<file path="src/hw/rtl/sts_pkg.sv">
// Shared types, character codes and helpers for the SQL token scanner.
`timescale 1ns / 1ps

package sts_pkg;

    // Scanner modes
    typedef enum logic [2:0] {
        MODE_IDLE        = 3'd0,
        MODE_WORD        = 3'd1,
        MODE_COMMENT     = 3'd2,
        MODE_QUOTED      = 3'd3,
        MODE_QUOTED_SEEN = 3'd4,
        MODE_STRING      = 3'd5,
        MODE_STRING_SEEN = 3'd6,
        MODE_OVERFLOW    = 3'd7
    } t_mode;

    // Token kinds as they leave the block
    typedef enum logic [3:0] {
        KIND_WORD        = 4'd0,
        KIND_QUOTED      = 4'd1,
        KIND_STRING      = 4'd2,
        KIND_MINUS       = 4'd3,
        KIND_DOT         = 4'd4,
        KIND_COMMA       = 4'd5,
        KIND_SEMI        = 4'd6,
        KIND_LPAREN      = 4'd7,
        KIND_RPAREN      = 4'd8,
        KIND_END         = 4'd9,
        KIND_UNCL_QUOTED = 4'd10,
        KIND_UNCL_STRING = 4'd11,
        KIND_OVERFLOW    = 4'd12
    } t_kind;

    // Character codes
    localparam logic [7:0] CH_MINUS  = 8'h2D;
    localparam logic [7:0] CH_DQUOTE = 8'h22;
    localparam logic [7:0] CH_SQUOTE = 8'h27;
    localparam logic [7:0] CH_DOT    = 8'h2E;
    localparam logic [7:0] CH_COMMA  = 8'h2C;
    localparam logic [7:0] CH_SEMI   = 8'h3B;
    localparam logic [7:0] CH_LPAREN = 8'h28;
    localparam logic [7:0] CH_RPAREN = 8'h29;
    localparam logic [7:0] CH_UNDER  = 8'h5F;
    localparam logic [7:0] CH_LF     = 8'h0A;
    localparam logic [7:0] CH_CR     = 8'h0D;
    localparam logic [7:0] CH_SPACE  = 8'h20;
    localparam logic [7:0] CH_DEL    = 8'h7F;

    localparam logic [15:0] SAT_MAX16 = 16'hFFFF;

    // Up to three results per byte travel together as one bundle
    localparam int TOK_SLOTS   = 3;
    localparam int SLOT_W      = $clog2(TOK_SLOTS);
    localparam int CNT_W       = $clog2(TOK_SLOTS + 1);
    localparam int QUEUE_DEPTH = 4;
    localparam int QPTR_W      = $clog2(QUEUE_DEPTH);

    typedef struct packed {
        t_kind       kind;
        logic [15:0] start;
        logic [15:0] length;
        logic        last;
    } t_token;

    typedef struct packed {
        logic [CNT_W-1:0]           count;
        t_token [TOK_SLOTS-1:0]     tok;
    } t_bundle;

    function automatic t_token f_tok(input t_kind kind, input logic [15:0] start,
                                     input logic [15:0] length, input logic last);
        t_token t;
        t.kind   = kind;
        t.start  = start;
        t.length = length;
        t.last   = last;
        return t;
    endfunction

    function automatic logic f_is_word(input logic [7:0] b);
        return (b >= 8'h30 && b <= 8'h39) || (b >= 8'h61 && b <= 8'h7A) ||
               (b >= 8'h41 && b <= 8'h5A) || (b == CH_UNDER);
    endfunction

endpackage

</file>
<file path="src/hw/rtl/sql_token_scanner_top.sv">
// Top level of the SQL token scanner: front scanner, bundle queue, output stage.
// A result passes through the bundle queue, then the output register. The front
// takes one byte per cycle unless the queue is full; results leave one per cycle
// from the output register while i_stall is low, so a byte with several results
// holds the output stage longer; the four-bundle queue absorbs the difference.
// Reset (synchronous, active low) clears the scan state, empties the queue
// and drops any pending output beat.
`timescale 1ns / 1ps

module sql_token_scanner_top import sts_pkg::*; #(
    parameter int MAX_TEXT_BYTES = 65536
) (
    input  logic        i_clk,
    input  logic        i_rst_n,
    input  logic        i_valid,
    output logic        o_stall,
    input  logic [7:0]  i_text_byte,
    input  logic        i_final_byte,
    output logic        o_valid,
    input  logic        i_stall,
    output logic [3:0]  o_token_kind,
    output logic [15:0] o_token_start,
    output logic [15:0] o_token_length,
    output logic        o_final_result
);

    logic    q_full;
    logic    q_valid;
    logic    push;
    logic    pop;
    t_bundle push_bundle;
    t_bundle head_bundle;
    t_token  out_tok;

    sts_front #(
        .MAX_TEXT_BYTES(MAX_TEXT_BYTES)
    ) u_front (
        .i_clk        (i_clk),
        .i_rst_n      (i_rst_n),
        .i_valid      (i_valid),
        .i_q_full     (q_full),
        .i_text_byte  (i_text_byte),
        .i_final_byte (i_final_byte),
        .o_stall      (o_stall),
        .o_push       (push),
        .o_bundle     (push_bundle)
    );

    sts_queue u_queue (
        .i_clk    (i_clk),
        .i_rst_n  (i_rst_n),
        .i_push   (push),
        .i_bundle (push_bundle),
        .i_pop    (pop),
        .o_full   (q_full),
        .o_valid  (q_valid),
        .o_bundle (head_bundle)
    );

    sts_back u_back (
        .i_clk     (i_clk),
        .i_rst_n   (i_rst_n),
        .i_q_valid (q_valid),
        .i_bundle  (head_bundle),
        .o_pop     (pop),
        .i_stall   (i_stall),
        .o_valid   (o_valid),
        .o_token   (out_tok)
    );

    assign o_token_kind   = out_tok.kind;
    assign o_token_start  = out_tok.start;
    assign o_token_length = out_tok.length;
    assign o_final_result = out_tok.last;

endmodule

</file>
<file path="src/hw/rtl/sts_front.sv">
// Front part: accepts text bytes, tracks scan mode, builds result bundles.
`timescale 1ns / 1ps

module sts_front import sts_pkg::*; #(
    parameter int MAX_TEXT_BYTES = 65536
) (
    input  logic       i_clk,
    input  logic       i_rst_n,
    input  logic       i_valid,
    input  logic       i_q_full,
    input  logic [7:0] i_text_byte,
    input  logic       i_final_byte,
    output logic       o_stall,
    output logic       o_push,
    output t_bundle    o_bundle
);

    localparam int OFFS_W  = $clog2(MAX_TEXT_BYTES) + 1;
    localparam int START_W = $clog2(MAX_TEXT_BYTES);
    localparam int SAT_W   = (OFFS_W > 16) ? OFFS_W : 16;
    localparam logic [OFFS_W-1:0] OFFS_MAX = OFFS_W'(MAX_TEXT_BYTES);

    t_mode              r_mode, n_mode;
    logic [OFFS_W-1:0]  r_offset, n_offset;
    logic [START_W-1:0] r_open, n_open;
    logic               r_dash, n_dash;

    logic              accept;
    logic              ovf;
    logic              idle;
    logic              closed;
    logic [7:0]        b;
    logic [OFFS_W-1:0] pos_end;
    logic [OFFS_W-1:0] len_run;
    logic [OFFS_W-1:0] len_fin;
    logic [3:0]        c_v;
    t_token            c_tok [4];
    logic [CNT_W-1:0]  cnt;

    // Clamp an offset or length to 16 bits
    function automatic logic [15:0] f_sat(input logic [OFFS_W-1:0] v);
        logic [SAT_W-1:0] ve;
        ve = SAT_W'(v);
        if (ve > SAT_W'(SAT_MAX16)) begin
            return SAT_MAX16;
        end
        return ve[15:0];
    endfunction

    assign b       = i_text_byte;
    assign o_stall = i_q_full;
    assign accept  = i_valid && !i_q_full;
    assign ovf     = (r_mode == MODE_OVERFLOW) || (r_offset == OFFS_MAX);
    assign pos_end = r_offset + OFFS_W'(1);
    assign len_run = r_offset - OFFS_W'(r_open);

    // Next scan state: close the open token, then scan a byte between tokens
    always_comb begin
        n_mode = r_mode;
        n_dash = r_dash;
        n_open = r_open;
        idle   = 1'b0;

        if (ovf) begin
            n_mode = MODE_OVERFLOW;
            n_dash = 1'b0;
        end else begin
            if (r_dash) begin
                n_dash = 1'b0;
                if (b == CH_MINUS) begin
                    n_mode = MODE_COMMENT;
                end else begin
                    idle = 1'b1;
                end
            end else begin
                case (r_mode)
                    MODE_WORD: begin
                        if (!f_is_word(b)) begin
                            n_mode = MODE_IDLE;
                            idle   = 1'b1;
                        end
                    end
                    MODE_COMMENT: begin
                        if (b == CH_LF || b == CH_CR) begin
                            n_mode = MODE_IDLE;
                        end
                    end
                    MODE_QUOTED: begin
                        if (b == CH_DQUOTE) begin
                            n_mode = MODE_QUOTED_SEEN;
                        end
                    end
                    MODE_STRING: begin
                        if (b == CH_SQUOTE) begin
                            n_mode = MODE_STRING_SEEN;
                        end
                    end
                    MODE_QUOTED_SEEN: begin
                        if (b == CH_DQUOTE) begin
                            n_mode = MODE_QUOTED;
                        end else begin
                            n_mode = MODE_IDLE;
                            idle   = 1'b1;
                        end
                    end
                    MODE_STRING_SEEN: begin
                        if (b == CH_SQUOTE) begin
                            n_mode = MODE_STRING;
                        end else begin
                            n_mode = MODE_IDLE;
                            idle   = 1'b1;
                        end
                    end
                    default: begin
                        idle = 1'b1;
                    end
                endcase
            end

            // Open a dash, quote or word that starts between tokens
            if (idle) begin
                case (b)
                    CH_MINUS: begin
                        n_dash = 1'b1;
                        n_open = START_W'(r_offset);
                    end
                    CH_DQUOTE: begin
                        n_open = START_W'(r_offset);
                        n_mode = MODE_QUOTED;
                    end
                    CH_SQUOTE: begin
                        n_open = START_W'(r_offset);
                        n_mode = MODE_STRING;
                    end
                    default: begin
                        if (f_is_word(b)) begin
                            n_open = START_W'(r_offset);
                            n_mode = MODE_WORD;
                        end
                    end
                endcase
            end
        end
    end

    // Result candidates: closed token, one-byte token, flushed token, closing result
    always_comb begin
        closed  = 1'b1;
        len_fin = '0;
        c_v     = '0;
        for (int i = 0; i < 4; i++) begin
            c_tok[i] = '0;
        end

        // Close the open token
        if (!ovf) begin
            if (r_dash) begin
                if (b != CH_MINUS) begin
                    c_v[0]   = 1'b1;
                    c_tok[0] = f_tok(KIND_MINUS, f_sat(OFFS_W'(r_open)), 16'd1, 1'b0);
                end
            end else begin
                case (r_mode)
                    MODE_WORD: begin
                        if (!f_is_word(b)) begin
                            c_v[0]   = 1'b1;
                            c_tok[0] = f_tok(KIND_WORD, f_sat(OFFS_W'(r_open)),
                                             f_sat(len_run), 1'b0);
                        end
                    end
                    MODE_QUOTED_SEEN: begin
                        if (b != CH_DQUOTE) begin
                            c_v[0]   = 1'b1;
                            c_tok[0] = f_tok(KIND_QUOTED, f_sat(OFFS_W'(r_open)),
                                             f_sat(len_run), 1'b0);
                        end
                    end
                    MODE_STRING_SEEN: begin
                        if (b != CH_SQUOTE) begin
                            c_v[0]   = 1'b1;
                            c_tok[0] = f_tok(KIND_STRING, f_sat(OFFS_W'(r_open)),
                                             f_sat(len_run), 1'b0);
                        end
                    end
                    default: begin
                    end
                endcase
            end
        end

        // Emit punctuation and stray bytes that fall between tokens
        if (idle) begin
            case (b)
                CH_MINUS, CH_DQUOTE, CH_SQUOTE: begin
                    // opened by the next-state logic
                end
                CH_DOT: begin
                    c_v[1]   = 1'b1;
                    c_tok[1] = f_tok(KIND_DOT, f_sat(r_offset), 16'd1, 1'b0);
                end
                CH_COMMA: begin
                    c_v[1]   = 1'b1;
                    c_tok[1] = f_tok(KIND_COMMA, f_sat(r_offset), 16'd1, 1'b0);
                end
                CH_SEMI: begin
                    c_v[1]   = 1'b1;
                    c_tok[1] = f_tok(KIND_SEMI, f_sat(r_offset), 16'd1, 1'b0);
                end
                CH_LPAREN: begin
                    c_v[1]   = 1'b1;
                    c_tok[1] = f_tok(KIND_LPAREN, f_sat(r_offset), 16'd1, 1'b0);
                end
                CH_RPAREN: begin
                    c_v[1]   = 1'b1;
                    c_tok[1] = f_tok(KIND_RPAREN, f_sat(r_offset), 16'd1, 1'b0);
                end
                default: begin
                    // skip control and space bytes; a stray byte is a one-byte word
                    if (b > CH_SPACE && b != CH_DEL && !f_is_word(b)) begin
                        c_v[1]   = 1'b1;
                        c_tok[1] = f_tok(KIND_WORD, f_sat(r_offset), 16'd1, 1'b0);
                    end
                end
            endcase
        end

        // Close the text on its last byte
        if (i_final_byte) begin
            len_fin = pos_end - OFFS_W'(n_open);
            if (n_mode == MODE_OVERFLOW) begin
                c_v[3]   = 1'b1;
                c_tok[3] = f_tok(KIND_OVERFLOW, 16'd0, 16'd0, 1'b1);
            end else begin
                if (n_dash) begin
                    c_v[2]   = 1'b1;
                    c_tok[2] = f_tok(KIND_MINUS, f_sat(OFFS_W'(n_open)), 16'd1, 1'b0);
                end else if (n_mode == MODE_WORD) begin
                    c_v[2]   = 1'b1;
                    c_tok[2] = f_tok(KIND_WORD, f_sat(OFFS_W'(n_open)),
                                     f_sat(len_fin), 1'b0);
                end else if (n_mode == MODE_QUOTED_SEEN) begin
                    c_v[2]   = 1'b1;
                    c_tok[2] = f_tok(KIND_QUOTED, f_sat(OFFS_W'(n_open)),
                                     f_sat(len_fin), 1'b0);
                end else if (n_mode == MODE_STRING_SEEN) begin
                    c_v[2]   = 1'b1;
                    c_tok[2] = f_tok(KIND_STRING, f_sat(OFFS_W'(n_open)),
                                     f_sat(len_fin), 1'b0);
                end else if (n_mode == MODE_QUOTED) begin
                    c_v[2]   = 1'b1;
                    c_tok[2] = f_tok(KIND_UNCL_QUOTED, f_sat(OFFS_W'(n_open)),
                                     f_sat(len_fin), 1'b1);
                    closed   = 1'b0;
                end else if (n_mode == MODE_STRING) begin
                    c_v[2]   = 1'b1;
                    c_tok[2] = f_tok(KIND_UNCL_STRING, f_sat(OFFS_W'(n_open)),
                                     f_sat(len_fin), 1'b1);
                    closed   = 1'b0;
                end
                if (closed) begin
                    c_v[3]   = 1'b1;
                    c_tok[3] = f_tok(KIND_END, f_sat(pos_end), 16'd0, 1'b1);
                end
            end
        end
    end

    // Pack candidates into the bundle in order, keeping at most three
    always_comb begin
        cnt      = '0;
        o_bundle = '0;
        for (int i = 0; i < 4; i++) begin
            if (c_v[i] && cnt != CNT_W'(TOK_SLOTS)) begin
                o_bundle.tok[SLOT_W'(cnt)] = c_tok[i];
                cnt = cnt + CNT_W'(1);
            end
        end
        o_bundle.count = cnt;
    end

    assign o_push = accept && (cnt != '0);

    // Advance the offset, saturating at the maximum text length
    assign n_offset = (r_offset < OFFS_MAX) ? pos_end : r_offset;

    // Update scan state on each accepted beat; reset after the last byte
    always_ff @(posedge i_clk) begin
        if (!i_rst_n) begin
            r_mode   <= MODE_IDLE;
            r_offset <= '0;
            r_open   <= '0;
            r_dash   <= 1'b0;
        end else if (accept) begin
            if (i_final_byte) begin
                r_mode   <= MODE_IDLE;
                r_offset <= '0;
                r_open   <= '0;
                r_dash   <= 1'b0;
            end else begin
                r_mode   <= n_mode;
                r_offset <= n_offset;
                r_open   <= n_open;
                r_dash   <= n_dash;
            end
        end
    end

endmodule

</file>
<file path="src/hw/rtl/sts_queue.sv">
// Short queue of result bundles between the front and back parts.
`timescale 1ns / 1ps

module sts_queue import sts_pkg::*; (
    input  logic    i_clk,
    input  logic    i_rst_n,
    input  logic    i_push,
    input  t_bundle i_bundle,
    input  logic    i_pop,
    output logic    o_full,
    output logic    o_valid,
    output t_bundle o_bundle
);

    t_bundle           r_mem [QUEUE_DEPTH];
    logic [QPTR_W-1:0] r_wr_ptr;
    logic [QPTR_W-1:0] r_rd_ptr;
    logic [QPTR_W:0]   r_count;
    logic              do_push;
    logic              do_pop;

    assign o_full   = (r_count == (QPTR_W + 1)'(QUEUE_DEPTH));
    assign o_valid  = (r_count != '0);
    assign o_bundle = r_mem[r_rd_ptr];
    assign do_push  = i_push && !o_full;
    assign do_pop   = i_pop && o_valid;

    // Store pushed bundles
    always_ff @(posedge i_clk) begin
        if (do_push) begin
            r_mem[r_wr_ptr] <= i_bundle;
        end
    end

    // Advance pointers and fill count
    always_ff @(posedge i_clk) begin
        if (!i_rst_n) begin
            r_wr_ptr <= '0;
            r_rd_ptr <= '0;
            r_count  <= '0;
        end else begin
            if (do_push) begin
                r_wr_ptr <= r_wr_ptr + QPTR_W'(1);
            end
            if (do_pop) begin
                r_rd_ptr <= r_rd_ptr + QPTR_W'(1);
            end
            if (do_push && !do_pop) begin
                r_count <= r_count + (QPTR_W + 1)'(1);
            end else if (do_pop && !do_push) begin
                r_count <= r_count - (QPTR_W + 1)'(1);
            end
        end
    end

endmodule

</file>
<file path="src/hw/rtl/sts_back.sv">
// Back part: walks each bundle and delivers one result beat at a time.
`timescale 1ns / 1ps

module sts_back import sts_pkg::*; (
    input  logic    i_clk,
    input  logic    i_rst_n,
    input  logic    i_q_valid,
    input  t_bundle i_bundle,
    output logic    o_pop,
    input  logic    i_stall,
    output logic    o_valid,
    output t_token  o_token
);

    logic [SLOT_W-1:0] r_idx;
    logic              r_valid;
    t_token            r_tok;
    logic              load;
    logic              take;
    logic              last_slot;

    assign load      = !r_valid || !i_stall;
    assign take      = load && i_q_valid;
    assign last_slot = (CNT_W'(r_idx) + CNT_W'(1)) == i_bundle.count;
    assign o_pop     = take && last_slot;
    assign o_valid   = r_valid;
    assign o_token   = r_tok;

    // Hold the output register until taken; refill from the head bundle
    always_ff @(posedge i_clk) begin
        if (!i_rst_n) begin
            r_valid <= 1'b0;
            r_idx   <= '0;
        end else if (load) begin
            r_valid <= i_q_valid;
            if (take) begin
                r_idx <= last_slot ? '0 : r_idx + SLOT_W'(1);
            end
        end
    end

    always_ff @(posedge i_clk) begin
        if (take) begin
            r_tok <= i_bundle.tok[r_idx];
        end
    end

endmodule
</file>
<file path="config.mk">
export PLATFORM = sky130hd
export DESIGN_NAME = sql_token_scanner_top
export DESIGN_NICKNAME = d
export VERILOG_FILES = /design/src/hw/rtl/sts_pkg.sv /design/src/hw/rtl/sql_token_scanner_top.sv /design/src/hw/rtl/sts_front.sv /design/src/hw/rtl/sts_queue.sv /design/src/hw/rtl/sts_back.sv
export SDC_FILE = /design/constraint.sdc
export NUM_CORES = 1
export LEC_CHECK = 0
export BUFFER_PORTS_ARGS = -buffer_cell sky130_fd_sc_hd__buf_2
export CAP_MARGIN = 30
export CORE_ASPECT_RATIO = 0.9
export CORE_UTILIZATION = 55
export CTS_BUF_LIST = sky130_fd_sc_hd__clkbuf_4 sky130_fd_sc_hd__clkbuf_8
export CTS_CLUSTER_DIAMETER = 200
export DETAILED_ROUTE_END_ITERATION = 10
export HOLD_SLACK_MARGIN = 0.1
export PLACE_DENSITY = 0.71
export REMOVE_ABC_BUFFERS = 1
export SLEW_MARGIN = 25
export SYNTH_ARGS = -nofsm -noshare
export SYNTH_HDL_FRONTEND = slang
export SYNTH_SLANG_ARGS = --single-unit
</file>
<file path="constraint.sdc">
create_clock -name i_clk -period 17.9 [get_ports i_clk]
set_input_delay 3.58 -clock i_clk [delete_from_list [all_inputs] [get_ports i_clk]]
set_output_delay 3.58 -clock i_clk [all_outputs]
set_load 0.02 [all_outputs]
</file>
Yosys cells after proc, flatten, opt, wreduce, memory -nomap -nowiden --
Memory sizes are Yosys's and may differ from the RTL's. A register that Yosys moved wholly into a read port is not among the register bits. Index checks and enable logic that the tools add are counted. Widths: inputs -> output; s select.
Operators by class: add/subtract/negate cells 11, multiplexer cells 187, order comparisons 19, reductions and logical operators 41, equal/unequal tests 34
Operator list (number):
- $mux 37 | 17
- $mux 16 | 24
- $bwmux 111 | 3
- $mux 111 | 3
- $demux 37 s2 | 3
- $pmux 37 s6 | 1
- $pmux 37 s3 | 1
- $mux 1 | 100
- $bmux 37 s2 | 1
- $mux 74 | 1
- $mux 35 | 2
- $gt 17x16->1 const B | 4
- $mux 33 | 2
- $eq 8x6->1 const B | 8
- $mux 3 | 13
- $mux 17 | 2
- $mux 34 | 1
- $sub 17x16->17 | 2
- $eq 3x3->1 const B | 9
- $ne 8x6->1 const B | 3
- $logic_and 1x1->1 | 19
- $pmux 3 s6 | 1
- $add 17x1->17 const B | 1
- $eq 17x17->1 const B | 1
- other kinds (35) | 70
Word-level totals: memories 1, bits in registers 84, memory bits (writable) 452, input port bits 13
Memories:
- u_queue.r_mem | words 4, bits a word 113, rd ports 1, clocked after memory_dff 1, wr ports 1, RTL line sts_queue.sv:15 | t_bundle r_mem [QUEUE_DEPTH];

Longest topological paths before layout --
depth after elaboration 36, gate-level depth with buffers 26, depth with buffers taken out 23

Cells and area by module --
Synthesis repeated with hierarchy kept, for this count alone.
Second synthesis, totals: cells, all modules 1738, area, all modules 25309.3 µm²
Modules (own cells, without submodules):
- sts_queue | cells each 639, area each 16804.9 µm², times used 1
- sts_front | cells each 918, area each 6456.2 µm², times used 1
- sts_back | cells each 181, area each 2048.2 µm², times used 1

Least setup slack after synthesis --
No wires, ideal clock.
path type input to register, start point in i_text_byte[0], end point mem u_queue.r_mem[0][0] (netlist bit) (enable), library setup time 0.484 ns, arrival time 10.124 ns, stages on the path 19, setup slack 7.292 ns, path through buf_2 -> nor3_2 -> a211o_1 -> o21a_2 -> a21oi_1 -> and2_1 -> nor3_1 -> clkinv_1 -> clkbuf_1 -> ha_1 -> o31ai_1 -> ha_1 -> nand2b_1 -> clkbuf_1 -> nor2_1 -> or4b_1 -> o311a_1 -> buf_6 -> and2_1
On the way: longest elaborated chain between the ends 31
RTL lines:
- from (decl) | RTL line sql_token_scanner_top.sv:17 | input logic [7:0] i_text_byte,
- branches (longest 25 deep; another with $ge 8x6->1)
- $mux 2 (*) | RTL line sts_front.sv:273 | if (c_v[i] && cnt != CNT_W'(TOK_SLOTS)) begin
- $reduce_bool 2->1 (*) | RTL line sts_front.sv:281 | assign o_push = accept && (cnt != '0);
- $logic_and 1x1->1 (*) | RTL line sts_front.sv:281
- $logic_and 1x1->1 (*) | RTL line sts_queue.sv:25 | assign do_push = i_push && !o_full;
- via u_queue.do_push | RTL line sts_queue.sv:19 | logic do_push;
- $mux 1 (*) | RTL line sts_queue.sv:30 | if (do_push) begin
- $mux 1 (not written as such) (*) | RTL line sts_queue.sv:31 | r_mem[r_wr_ptr] <= i_bundle;
- to (decl) | RTL line sts_queue.sv:15
Mark *: on every way through the listed nets, which the timed path passes. The select of a mux whose other input is x is not followed.

Worst setup path after layout --
start point in i_text_byte[0], end point mem u_queue.r_mem[1][27] (netlist bit) (enable)
On the way: longest elaborated chain between the ends 31
RTL lines (RTL line):
- branches (longest 25 deep; another with $ge 8x6->1)
- $mux 2 (*) | sts_front.sv:273
- $reduce_bool 2->1 (*) | sts_front.sv:281
- $logic_and 1x1->1 (*) | sts_front.sv:281
- $logic_and 1x1->1 (*) | sts_queue.sv:25
- $mux 1 (*) | sts_queue.sv:30
- $mux 1 (not written as such) (*) | sts_queue.sv:31
Mark *: on every way between the ends. The select of a mux whose other input is x is not followed.

==> impl_metrics.py <==
metrics = {
    "place": {
        "gp_congestion": 0.945,
        "dp_hpwl_um": 37300,
        "placed_cell_area_um2": 25700,
        "dpl.cell_count": 2336,
        "port_buffers": 51,
    },
    "clock_network": {
        "hold_buffers": 0,
        "postCtsSetupBuffers": 0,
        "clk_pin_slew_worst_paths_ns": 0.06,
        "ctsLongestPathBuffers": 3,
        "cts_tree": "built",
        "cts_resized": 0,
        "h-tree-depth": 3,
        "cts_made_buffers": 85,
        "cts.sinks": 534,
        "clockRootBuffer": "clkbuf_8",
        "clk_latency_ns": 0.69,
    },
    "min_path": {
        "min-delay-start": "u_queue.r_wr_ptr[1]$_SDFFE_PN0P_",
        "min_to": "u_queue.r_wr_ptr[1]$_SDFFE_PN0P_",
        "hold_path.class": "flip-flop to flip-flop",
        "hold_depth": 2,
    },
    "status": {
        "status": "finished clean",
    },
    "routing": {
        "drt-pass1-iter-count": 6,
        "vias": 15700,
        "drc": 0,
        "drt-total-wl_um": 60100,
        "ant_nets": 0,
        "drt_iter0_drc": 1832,
        "wl_per_cell_um": 24.1,
        "via_per_inst": 6.32,
    },
    "global_routing": {
        "grt.overflow.total": 0,
        "grt_pass1_vias": 15600,
        "grt_pass1_wl_um": 91700,
        "antenna_found_initial": 1,
        "track_usage_pct": 26.9,
        "grt_max_degree": 64,
    },
    "yosys": {
        "synth_top_cell_by_area": "edfxtp_1",
        "synth_top_area_share_pct": 58.6,
        "yosysWarnings": 0,
        "synth_area_per_cell_um2": 14.1,
        "async_reset_ff_share_pct": 0,
        "synth.distinct_cells": 80,
        "synth_common_cells": "edfxtp_1, nor2_1, mux4_2",
        "netlist_area_um2": 24900,
        "ys.flop_type": "edfxtp_1",
        "synth-seq-cells": 534,
        "synth.most_common_cell": "edfxtp_1",
        "syn_inst": 1765,
        "synth-seq-area-share_pct": 62.5,
        "synth-edff-count": 485,
        "synth.area.top_cells": "edfxtp_1, mux4_2, dfxtp_1",
    },
    "power_and_ir_drop": {
        "leakage_nw": 9.15,
        "p_seq_share_pct": 47.8,
        "p_sw_mw": 1.01,
        "pwr-share-comb_pct": 22.4,
        "clockPowerShare_pct": 29.8,
        "vdd_drop_max_mv": 0.112,
        "p_int_mw": 2.41,
        "powerDensity_nw_per_um2": 125,
        "swShare_pct": 29.5,
    },
    "sta": {
        "maxSlewViolCount": 0,
        "setup_viol": 0,
        "hold_viol": 0,
        "rsz0062_at_grt": "no",
        "fmax_mhz": 98.0,
        "fin_skew_ns": 0.0335,
        "fin_setup_tns_ns": 0,
        "min_period_over_period_pct": 57.0,
        "slew-limit-headroom_pct": 29.2,
        "period_needed_ns": 10.21,
        "tightest_slew_ns": 1.06,
    },
    "worst_setup_path": {
        "cp_slowest_cell": "clkinv_1",
        "timing.rr.start": "u_front.r_mode[0]$_SDFFE_PN0P_",
        "path_common_cell": "ha_1",
        "rr_worst_depth": 14,
        "crit_required_ns": 18.19,
        "cp-end-kind": "flip-flop",
        "crit_buf_inv": 3,
        "ff2ff_setup_slack_ns": 10.22,
        "cpLargestDelayFamily": "simple AND/OR/NAND/NOR gates",
        "max_stage_delay_ns": 0.92,
        "crit_type": "input pin to flip-flop",
        "cp_max_fo": 57,
        "cp.arrival_ns": 10.49,
        "rr_endpoint": "u_queue.r_mem[1][27]$_DFFE_PP_",
        "path_cells": "buf_2, nor3_2, a211o_1, o21a_2, a21oi_1, and2_1, nor3_1, clkinv_1, ha_1, o31ai_1, ha_1, nand2b_1, nor2_1, or4b_1, o311a_1, and2_4, buf_4",
        "start_kind": "input pin",
    },
    "final_layout": {
        "final_cell_area_um2": 27300,
        "multiInputGateArea_um2": 8700,
        "register_area_um2": 15600,
        "areaGrowthSynthToFinish_pct": 9.94,
        "final_util_pct": 61.6,
        "diodes": 0,
        "drive_gt1_share_pct": 19.1,
        "fillCellCount": 3352,
        "nets": 1890,
        "instances_no_fill": 2488,
    },
    "die": {
        "rows": 73,
        "die_area_um2": 46000,
        "fp.dieH_um": 204,
        "io_pins": 52,
        "start_util_pct": 56.0,
        "core_area_um2": 44400,
        "die_w_um": 226,
    },
    "run": {
        "drv_cap": 0,
    },
}
-- area by class of cell --
cell class / count / share of cell area, %
multi-input cells: 1074 / 31.8
inverters: 55 / 0.755
flip-flops and latches: 534 / 56.9
well taps: 600 / 2.75
clock inverters: 33 / 0.815
clock buffers: 117 / 5.21
repair buffers: 75 / 1.70
-- power groups by stage --
stage	Sequential [mW]	Clock, mW	Combinational [mW]
after CTS	1.64	1.04	0.777
after floorplan	1.75	0	0.472
after global routing	1.65	1.09	0.833
final	1.63	1.02	0.767
after global placement	1.66	0	0.768
after detailed placement	1.66	0	0.773
-- stage by stage --
stage | setup WS (ns) | hold slack, ns | total power [mW]
6_report | 7.69 | 0.501 | 3.42
2_1_floorplan | 7.53 | 0.468 | 2.22
3_5_place_dp | 7.12 | 0.498 | 2.44
4_1_cts | 7.84 | 0.509 | 3.45
3_3_place_gp | 7.36 | 0.479 | 2.42
5_1_grt | 7.32 | 0.526 | 3.57
-- cells by family (layout without fill, tap and decap cells) --
family	Yosys count	in the layout	synth area share (%)
flops	534	534	62.5
compound gates	329	329	8.58
mux	172	172	12.6
fa+ha+maj	52	52	2.71
buf+inv	157	280	2.54
xor+xnor	40	40	1.41
simple gates	481	481	9.65
-- worst reg2reg max path, delay by kind of cell (launching register included) --
| family | cells | cell delay (ns) |
|---|---|---|
| AO/OA/AOI/OAI | 3 | 1.19 |
| adder cells (fa/ha/maj) | 2 | 0.73 |
| buffers and inverters | 2 | 1.80 |
| flip-flops | 1 | 0.63 |
| AND/OR/NAND/NOR | 7 | 2.93 |
-- cells in the final DEF (no fill, tap or decap), drive strengths merged, types with 13 or more instances in the layout --
cell,n
nor2,161
clkbuf,118
o21ai,101
ha,49
a21oi,45
and3,13
nor2b,25
edfxtp,485
xnor2,24
nand2,110
and2,41
mux4,112
xor2,16
o221ai,18
clkinv,27
nor3,31
nand3,34
mux2i,58
o22ai,68
dfxtp,49
inv,57
buf,74
-- layer usage --
layer	GRT usage [%]	up-vias	share of wire, %
li1	-	6972	-
met3	7.30	151	9.8
met5	0	-	0.033
met4	9.15	2	3.0
met2	39.6	796	44
met1	38.8	7807	43
-- how the worst max path moves through the flow --
stage,cells past startpoint,from,end,slack [ns]
2_1_floorplan,15,i_text_byte[0],u_queue.r_mem[0][0]$_DFFE_PP_,7.53
5_1_grt,17,i_text_byte[0],u_queue.r_mem[0][45]$_DFFE_PP_,7.32
6_report,17,i_text_byte[0],u_queue.r_mem[1][27]$_DFFE_PP_,7.69
3_5_place_dp,17,i_text_byte[0],u_queue.r_mem[1][55]$_DFFE_PP_,7.12
4_1_cts,17,i_text_byte[0],u_queue.r_mem[1][56]$_DFFE_PP_,7.84
3_3_place_gp,17,i_text_byte[0],u_queue.r_mem[1][33]$_DFFE_PP_,7.36
-- registers in the layout, indices dropped and copies added, names as in the netlist, named ones only --
| signal | cells |
|---|---|
| u_back.o_token | 37 |
| u_back.o_valid | 1 |
| u_back.r_idx | 2 |
| u_front.r_dash | 1 |
| u_front.r_mode | 3 |
| u_front.r_offset | 17 |
| u_front.r_open | 16 |
| u_queue.r_count | 3 |
| u_queue.r_mem | 448 |
| u_queue.r_rd_ptr | 2 |
| u_queue.r_wr_ptr | 2 |
Note: power is estimated with default switching activity, not from simulation.
